<file path="src/mm2_pkg.sv">
// ----------------------------------------------------------------------------
// mm2_pkg
// shared constants, state and command types for the murmur2 hash block
// ----------------------------------------------------------------------------
package mm2_pkg;

  localparam logic [31:0] MIX_MUL     = 32'h5bd1e995;
  localparam int unsigned KEY_SHIFT   = 24;
  localparam int unsigned FIN_SHIFT_A = 13;
  localparam int unsigned FIN_SHIFT_B = 15;

  // datapath operations, at most one multiply each
  typedef enum logic [2:0] {
    OP_NONE,
    OP_LOAD,   // item transfer: load key (premultiplied or masked tail), open hash
    OP_KMIX,   // k = (k ^ k >> 24) * m
    OP_HMIX,   // h = h * m ^ k
    OP_TAIL,   // h = (h ^ tail) * m
    OP_FIN,    // h = (h ^ h >> 13) * m
    OP_OUT     // result = h ^ h >> 15
  } op_t;

  typedef enum logic [2:0] {
    ST_IDLE,
    ST_KMIX,
    ST_HMIX,
    ST_TAIL,
    ST_FIN,
    ST_OUT
  } state_t;

  typedef struct packed {
    op_t  op;
    logic full_word;
  } cmd_t;

endpackage

</file>
<file path="src/mm2_datapath.sv">
// ----------------------------------------------------------------------------
// mm2_datapath
// hash and key registers around one shared constant multiplier
// ----------------------------------------------------------------------------
module mm2_datapath (
  input  logic          clk,
  input  logic          rst,
  input  mm2_pkg::cmd_t cmd,
  input  logic          cfg_write,
  input  logic [31:0]   seed_value,
  input  logic [31:0]   data_word,
  input  logic [2:0]    valid_bytes,
  input  logic          first_item,
  input  logic [31:0]   message_length,
  output logic [31:0]   hash_value
);
  import mm2_pkg::*;

  logic [31:0] seed;
  logic [31:0] h;
  logic [31:0] k;
  logic [31:0] tail_mask;
  logic [31:0] mul_a;
  logic [31:0] prod;

  always_comb begin
    case (valid_bytes)
      3'd1:    tail_mask = 32'h0000_00ff;
      3'd2:    tail_mask = 32'h0000_ffff;
      3'd3:    tail_mask = 32'h00ff_ffff;
      default: tail_mask = 32'hffff_ffff;
    endcase
  end

  always_comb begin
    case (cmd.op)
      OP_LOAD: mul_a = data_word;
      OP_KMIX: mul_a = k ^ (k >> KEY_SHIFT);
      OP_HMIX: mul_a = h;
      OP_TAIL: mul_a = h ^ k;
      OP_FIN:  mul_a = h ^ (h >> FIN_SHIFT_A);
      default: mul_a = h;
    endcase
  end

  assign prod = mul_a * MIX_MUL;

  always_ff @(posedge clk) begin
    if (rst) begin
      seed <= '0;
    end else if (cfg_write) begin
      seed <= seed_value;
    end
  end

  always_ff @(posedge clk) begin
    if (rst) begin
      h <= '0;
    end else begin
      case (cmd.op)
        OP_LOAD: if (first_item) h <= seed ^ message_length;
        OP_HMIX: h <= prod ^ k;
        OP_TAIL: h <= prod;
        OP_FIN:  h <= prod;
        default: ;
      endcase
    end
  end

  // key register: premultiplied word on a full word, masked tail otherwise
  always_ff @(posedge clk) begin
    case (cmd.op)
      OP_LOAD: k <= cmd.full_word ? prod : (data_word & tail_mask);
      OP_KMIX: k <= prod;
      default: ;
    endcase
  end

  always_ff @(posedge clk) begin
    if (cmd.op == OP_OUT) hash_value <= h ^ (h >> FIN_SHIFT_B);
  end

endmodule

</file>
<file path="src/mm2_ctrl.sv">
// ----------------------------------------------------------------------------
// mm2_ctrl
// sequencer for word mixing, tail, final mix and result handshake
// ----------------------------------------------------------------------------
module mm2_ctrl (
  input  logic          clk,
  input  logic          rst,
  input  logic          in_valid,
  output logic          in_ready,
  input  logic [2:0]    valid_bytes,
  input  logic          first_item,
  input  logic          last_item,
  output logic          out_valid,
  input  logic          out_ready,
  output mm2_pkg::cmd_t cmd
);
  import mm2_pkg::*;

  state_t state;
  state_t state_next;
  logic   in_message;
  logic   last_q;
  logic   in_xfer;
  logic   active;
  logic   full_word;
  logic   out_free;

  assign in_ready  = (state == ST_IDLE);
  assign in_xfer   = in_valid && in_ready;
  assign active    = first_item || in_message;
  assign full_word = !last_item || valid_bytes[2];
  assign out_free  = !out_valid || out_ready;

  always_comb begin
    state_next = state;
    unique case (state)
      ST_IDLE: begin
        if (in_xfer && active) begin
          if (full_word)               state_next = ST_KMIX;
          else if (valid_bytes != '0)  state_next = ST_TAIL;
          else                         state_next = ST_FIN;
        end
      end
      ST_KMIX: state_next = ST_HMIX;
      ST_HMIX: state_next = last_q ? ST_FIN : ST_IDLE;
      ST_TAIL: state_next = ST_FIN;
      ST_FIN:  state_next = ST_OUT;
      ST_OUT:  if (out_free) state_next = ST_IDLE;
      default: state_next = ST_IDLE;
    endcase
  end

  always_comb begin
    cmd.op        = OP_NONE;
    cmd.full_word = full_word;
    unique case (state)
      ST_IDLE: if (in_xfer) cmd.op = OP_LOAD;
      ST_KMIX: cmd.op = OP_KMIX;
      ST_HMIX: cmd.op = OP_HMIX;
      ST_TAIL: cmd.op = OP_TAIL;
      ST_FIN:  cmd.op = OP_FIN;
      ST_OUT:  if (out_free) cmd.op = OP_OUT;
      default: cmd.op = OP_NONE;
    endcase
  end

  always_ff @(posedge clk) begin
    if (rst) begin
      state      <= ST_IDLE;
      in_message <= 1'b0;
      last_q     <= 1'b0;
      out_valid  <= 1'b0;
    end else begin
      state <= state_next;
      if (in_xfer && active) begin
        in_message <= !last_item;
        last_q     <= last_item;
      end
      if (state == ST_OUT && out_free) out_valid <= 1'b1;
      else if (out_ready)              out_valid <= 1'b0;
    end
  end

  a_fin_to_out: assert property (@(posedge clk) disable iff (rst)
    state == ST_FIN |=> state == ST_OUT)
    else $error("final mix not followed by result stage");

  a_ignored_item: assert property (@(posedge clk) disable iff (rst)
    in_xfer && !first_item && !in_message |=> state == ST_IDLE)
    else $error("item outside a message started work");

  a_empty_last: assert property (@(posedge clk) disable iff (rst)
    in_xfer && first_item && last_item && valid_bytes == 3'd0 |=> state == ST_FIN)
    else $error("empty single-item message skipped straight past final mix");

  a_out_hold: assert property (@(posedge clk) disable iff (rst)
    state == ST_OUT && out_valid && !out_ready |=> state == ST_OUT)
    else $error("result stage overwrote a pending result");

endmodule

</file>
<file path="src/murmur2_hash32.sv">
// ----------------------------------------------------------------------------
// murmur2_hash32
// streaming 32-bit murmurhash2 over little-endian message words
// ----------------------------------------------------------------------------
// One 32x32 constant multiplier (low 32 bits, m = 0x5bd1e995) is shared by
// the mixing steps. A full word goes through the transfer with k*m, the key
// xorshift and multiply, and the hash multiply and xor before the next ready.
// On the last item a tail step for a 1-3 byte tail, the final mix and the
// result load follow; a full last word skips the tail step and an empty last
// item goes straight to the final mix. An item outside an open message is
// taken and dropped. The result sits in an output register, so the next
// message streams in while it waits; only the result load of a later message
// stalls behind it. seed_value may be written at any idle time through
// cfg_valid.
// ----------------------------------------------------------------------------
module murmur2_hash32 (
  input  logic        clk,
  input  logic        rst,
  // configuration write
  input  logic        cfg_valid,
  output logic        cfg_ready,
  input  logic [31:0] seed_value,
  // input items
  input  logic        in_valid,
  output logic        in_ready,
  input  logic [31:0] data_word,
  input  logic [2:0]  valid_bytes,
  input  logic        first_item,
  input  logic        last_item,
  input  logic [31:0] message_length,
  // results
  output logic        out_valid,
  input  logic        out_ready,
  output logic [31:0] hash_value
);
  import mm2_pkg::*;

  cmd_t cmd;

  // seed register takes a transfer in any cycle
  assign cfg_ready = 1'b1;

  mm2_ctrl u_ctrl (
    .clk         (clk),
    .rst         (rst),
    .in_valid    (in_valid),
    .in_ready    (in_ready),
    .valid_bytes (valid_bytes),
    .first_item  (first_item),
    .last_item   (last_item),
    .out_valid   (out_valid),
    .out_ready   (out_ready),
    .cmd         (cmd)
  );

  mm2_datapath u_datapath (
    .clk            (clk),
    .rst            (rst),
    .cmd            (cmd),
    .cfg_write      (cfg_valid && cfg_ready),
    .seed_value     (seed_value),
    .data_word      (data_word),
    .valid_bytes    (valid_bytes),
    .first_item     (first_item),
    .message_length (message_length),
    .hash_value     (hash_value)
  );

endmodule

</file>
<file path="config.mk">
export PLATFORM = sky130hd
export DESIGN_NAME = murmur2_hash32
export DESIGN_NICKNAME = d
export VERILOG_FILES = /design/src/mm2_pkg.sv /design/src/mm2_datapath.sv /design/src/mm2_ctrl.sv /design/src/murmur2_hash32.sv
export SDC_FILE = /design/constraint.sdc
export NUM_CORES = 1
export LEC_CHECK = 0
export BUFFER_PORTS_ARGS = -buffer_cell sky130_fd_sc_hd__buf_2
export CORE_MARGIN = 2
export CORE_UTILIZATION = 67
export DETAILED_ROUTE_END_ITERATION = 10
export GPL_TIMING_DRIVEN = 1
export PLACE_DENSITY = 0.88
export SYNTH_ARGS = -nofsm -noshare
export SYNTH_HDL_FRONTEND = slang
export SYNTH_SLANG_ARGS = --single-unit
</file>
<file path="constraint.sdc">
create_clock -name clk -period 18.35 [get_ports clk]
set_input_delay 1.835 -clock clk [delete_from_list [all_inputs] [get_ports clk]]
set_output_delay 1.835 -clock clk [all_outputs]
set_load 0.02 [all_outputs]
</file>
Word level (Yosys, flattened, before mapping) --
Index checks and enable logic that the tools add are counted.
Storage, ports and cells: logic and storage cells 66, flip-flop bits (word level) 134
Operators by class: eq/ne operators 17, $mul 1, muxes and demuxes 17, reduce and logical (&&, ||, !) cells 16, bitwise operators 7
Operators with widths (count):
- 32-bit one-hot mux with 3 select lines | 2
- 32-bit one-hot mux with 4 select lines | 1
- 32-bit XOR | 3
- 32-bit 2-to-1 mux | 2
- 32-bit one-hot mux with 2 select lines | 1
- 3-bit one-hot mux with 6 select lines | 2
- 32-bit AND | 1
- 32-bit by 31-bit multiplier with 32-bit output, second input constant | 1
- 32-bit by 17-bit XOR with 32-bit output | 1
- 32-bit by 19-bit XOR with 32-bit output | 1
- 32-bit by 8-bit XOR with 32-bit output | 1
- 3-bit by 2-bit == test with 1-bit output, second input constant | 6
- 3-bit 2-to-1 mux | 6
- 3-bit == test, second input constant | 5
- 3-bit by 1-bit == test with 1-bit output, second input constant | 3
- 3-bit nonzero test | 2
- 2-bit != test, second input constant | 2
- 2-bit AND reduction | 2
- 2-bit nonzero test | 2
- 1-bit logical AND | 3
- 3-bit logical NOT | 1
- 1-bit logical OR | 3
- 1-bit 2-to-1 mux | 3
- 1-bit logical NOT | 2
- 2 further kinds | 2

Depth between registers and ports, before layout --
depth after elaboration 9, gate-level depth with buffers 36, mapped depth without buffers 33

Cells and area by module --
A second synthesis with hierarchy kept.
Second synthesis, totals: cell total of the unflattened synthesis 1829, area, all modules 16813.6 um2
Modules (own cells, without submodules):
- mm2_datapath | seq. area each 3203.1 um2, instances 1, cells an instance 1778, area each 16420.7 um2
- mm2_ctrl | seq. area each 120.1 um2, instances 1, cells an instance 49, area each 381.6 um2
- murmur2_hash32 | seq. area each 0.0 um2, instances 1, cells an instance 2, area each 11.3 um2

Worst setup path before layout --
No wires, ideal clock.
path kind input to register, start input in_valid, end register u_datapath.k[30] (data pin), path buffers 3, path slack 8.842 ns, stages on the path 28, data required time 18.083 ns, arrival 9.241 ns, setup time 0.267 ns, path through nor2_1 -> o31ai_4 -> clkbuf_1 -> clkbuf_1 -> and3_1 -> o21ai_0 -> fa_1 -> ha_1 -> inv_1 -> fa_1 -> fa_1 -> inv_1 -> fa_1 -> fa_1 -> fa_1 -> inv_1 -> fa_1 -> inv_1 -> ha_1 -> clkbuf_1 -> a21oi_1 -> o21bai_1 -> a21o_1 -> a21oi_1 -> o31ai_1 -> o31ai_1 -> xor2_1 -> o21ai_0
On the way: cells in the longest elaborated chain, start to end 8, elaborated cells between the ends (all ways) 11, those cells by class mul (1); eq/ne (4); mux (5); reduce/logical (1)
Ends and longest elaborated chain:
- start, declared | RTL line murmur2_hash32.sv:24 | input logic in_valid,
- 1-bit logical AND (*) | RTL line mm2_ctrl.sv:29 | assign in_xfer = in_valid && in_ready;
- 1-bit 2-to-1 mux (*) | RTL line mm2_ctrl.sv:57 | ST_IDLE: if (in_xfer) cmd.op = OP_LOAD;
- 3-bit one-hot mux with 6 select lines (*) | RTL line mm2_ctrl.sv:56 | unique case (state)
- 3-bit == test, or another cell as far along | RTL line mm2_datapath.sv:36 | case (cmd.op)
- 32-bit one-hot mux with 4 select lines | RTL line mm2_datapath.sv:36
- 32-bit by 31-bit multiplier with 32-bit output | RTL line mm2_datapath.sv:46 | assign prod = mul_a * MIX_MUL;
- 32-bit 2-to-1 mux | RTL line mm2_datapath.sv:73 | OP_LOAD: k <= cmd.full_word ? prod : (data_word & tail_mask);
- 32-bit one-hot mux with 2 select lines (*) | RTL line mm2_datapath.sv:72 | case (cmd.op)
- end signal, assigned | RTL line mm2_datapath.sv:73
- end signal, assigned | RTL line mm2_datapath.sv:74 | OP_KMIX: k <= prod;
- end, declared | RTL line mm2_datapath.sv:21 | logic [31:0] k;
Mark *: on every way between the ends. The rest lies on a longest branch, timed or not. A chain may end at the register's enable or synchronous reset.

Worst setup path in the final report --
Ends and elaborated chain as after synthesis.

==> flow_summary_export.csv <==
group,metric,value,unit
clock_tree,cts-root-buf,"clkbuf_16",
synth,synth_top_area_share,21.9,%
floorplan,row_count,57,
global_routing,grt_pass1_wl,76500,um
global_routing,grt_pass1_vias,14100,
sta,finalCriticalPeriod,9730,ps
synth,yosysTopAreaCell,"fa_1",
clock_tree,clockBufferDepth,2,
clock_tree,path_clk_slew,60,ps
drt,routed_wl,49300,um
sta,slew_headroom,23.0,%
drt,ant_nets,0,
sta,finalSetupViolCount,0,
clock_tree,cts_tree,"built",
clock_tree,cts_buffers,17,
synth,synth_common_cells,"360 x inv_1, 215 x ha_1, 178 x fa_1",
synth,ys_async_sr_fraction,0,%
placement,placed_area,0.0173,mm2
setup_path,critPathRequiredTime,18520,ps
worst_hold_path,hold_path_class,"reg2reg",
setup_path,worstPathArrival,9900,ps
sta,fin_tns_setup,0,ps
clock_tree,cts_resized,0,
sta,period_share,53.0,%
floorplan,die_area,0.0255,mm2
cells_and_area,area_growth_syn_to_layout,9.88,%
floorplan,design.core.area,0.0240,mm2
setup_path,reg2reg_depth,27,
synth,synth_most_common_cell,"inv_1",
drt,viasPerCell,6.22,
setup_path,worstSetupStartpointType,"input pin",
global_routing,antenna_found_initial,0,
run,maxCapViolations,0,
cells_and_area,fin_util,74.3,%
outcome,status,"finished, final reports clean",
synth,synth.distinct_cells,66,
clock_tree,clk_latency,440,ps
sta,hold_viol,0,
synth,ys_seq_area_share,20.4,%
cells_and_area,drive_above_1_share,11.3,%
cells_and_area,antenna_cells,0,
sta,worstMarginPinSlew,1160,ps
synth,synth_seq_cells,134,
clock_tree,cts_hold_repair.buffers,0,
clock_tree,cts_setup_buffers,0,
sta,timing.hold.ws,488,ps
drt,drtPass1Iterations,9,
synth,synth.top_cells.by_area,"fa_1 22%, ha_1 17%, edfxtp_1 12%, dfxtp_1 8.6%, inv_1 8.3%",
worst_hold_path,whs_path_depth,2,
drt,avgRoutedWirePerCell,22.4,um
synth,synth_nets,2248,
sta,finClkSkew,8.87,ps
placement,io_buffers,139,
placement,dp_hpwl,37900,um
synth,synth_area_per_cell,9.29,um2
sta,timing.final.max_slew_violations,0,
floorplan,die_w,160,um
setup_path,path_class,"in2reg",
synth,synth_warnings,0,
synth,syn_area,0.0163,mm2
sta,clock.fmax,0.103,GHz
clock_tree,clock-sinks,134,
cells_and_area,final_nets,2363,
setup_path,cp-end-kind,"flop",
global_routing,grt_max_degree,70,
drt,routed-via-count,13700,
global_routing,grt_overflow,0,
setup_path,cp_max_fo,25,
placement,gp_congestion,1.01,
sta,rsz0062_at_grt,"false",
clock_tree,cts_max_level,4,
global_routing,track_usage,39.5,%
floorplan,design.portCount,141,
synth,synthCells,1749,
synth,synth_edf_count,64,
floorplan,die_y,160,um
cells_and_area,design_area,0.0179,mm2
drt,drc_errors,0,
floorplan,initial_core_util,67.6,%
synth,synthFlopType,"dfxtp_1",
drt,drt_iter0_drc,1770,
## logic make-up after synthesis
kind of cell,count (synthesis),share of synthesized area [%]
adders and majority gates,393,38.5
other,1,0.0231
DFF,134,20.4
and+or+nand+nor,340,9.46
xor gates and xnor gates,119,6.50
buffers and inverters,426,9.98
muxes,38,2.34
AOI/OAI and AO/OA,298,12.8
## metal layers
| layer | vias to the layer above | share of wire (%) | track usage, % |
|---|---|---|---|
| li1 | 6030 | - | - |
| met1 | 6455 | 35 | 47.6 |
| met2 | 944 | 46 | 63.5 |
| met3 | 270 | 12 | 10.7 |
| met4 | 0 | 7.4 | 24.0 |
| met5 | - | 0 | 0 |
## cell usage in the layout (no fill, tap or decap), types with 23 or more instances in the layout
cell,synthesis,routed
fa_1,178,178
nand2_1,120,120
xor2_1,70,70
nor2_1,110,108
nand3_1,26,26
buf_4,3,23
ha_1,215,215
edfxtp_1,64,64
o21ai_0,84,82
a21oi_1,48,48
mux2i_1,38,38
xnor2_1,48,48
dfxtp_1,70,70
inv_1,360,360
buf_2,4,139
## flip-flops by register name, indices dropped and copies added (netlist names)
signal                 cells
u_ctrl.out_valid           1
u_datapath.hash_value     32
u_datapath.k              32
u_ctrl.state               3
u_ctrl.in_message          1
u_datapath.seed           32
u_datapath.h              32
u_ctrl.last_q              1
## stage by stage
| stage | cells | setup slack, ps |
|---|---|---|
| after global placement | 2169 | 8560 |
| after detailed placement | 2169 | 8350 |
| after CTS | 2201 | 8780 |
| after floorplan | 1749 | 8840 |
| final | 2201 | 8620 |
| after global routing | 2201 | 8320 |
## final timing paths
check	slack, ps	endpoint	startpoint
worst max-delay path	8620	u_datapath.k[30]	in_valid
worst min-delay path	490	u_ctrl.out_valid	u_ctrl.out_valid
worst max register to register	9020	u_datapath.k[30]	u_ctrl.state[1]
worst min register to register	490	u_ctrl.out_valid	u_ctrl.out_valid
## critical path, cell delays in order
cell	delay, ps
buf_2	110
nor2_1	70
o31ai_4	180
buf_4	310
o221ai_1	190
nand2_1	120
nand3_1	810
fa_1	830
ha_1	290
inv_1	50
fa_1	490
inv_1	60
fa_1	480
fa_1	590
fa_1	460
fa_1	500
inv_1	50
fa_1	490
inv_1	60
ha_1	320
inv_1	150
o21bai_1	150
a21o_1	200
a21oi_1	160
o31ai_1	120
o31ai_1	500
xor2_1	180
o21ai_0	80
## layout make-up
class                           count  area (um2)
Sequential cell                   134        3320
Clock buffer                       18         450
Inverter                          360        1350
Fill cell                        1711        6170
Tap cell                          324         405
Clock inverter                     14         129
Multi-Input combinational cell   1189       11300
Timing Repair Buffer              162         868
Power is left out: the tool's default activity adds up to more than one toggle a clock period on the data nets, which glitch-free logic cannot reach.
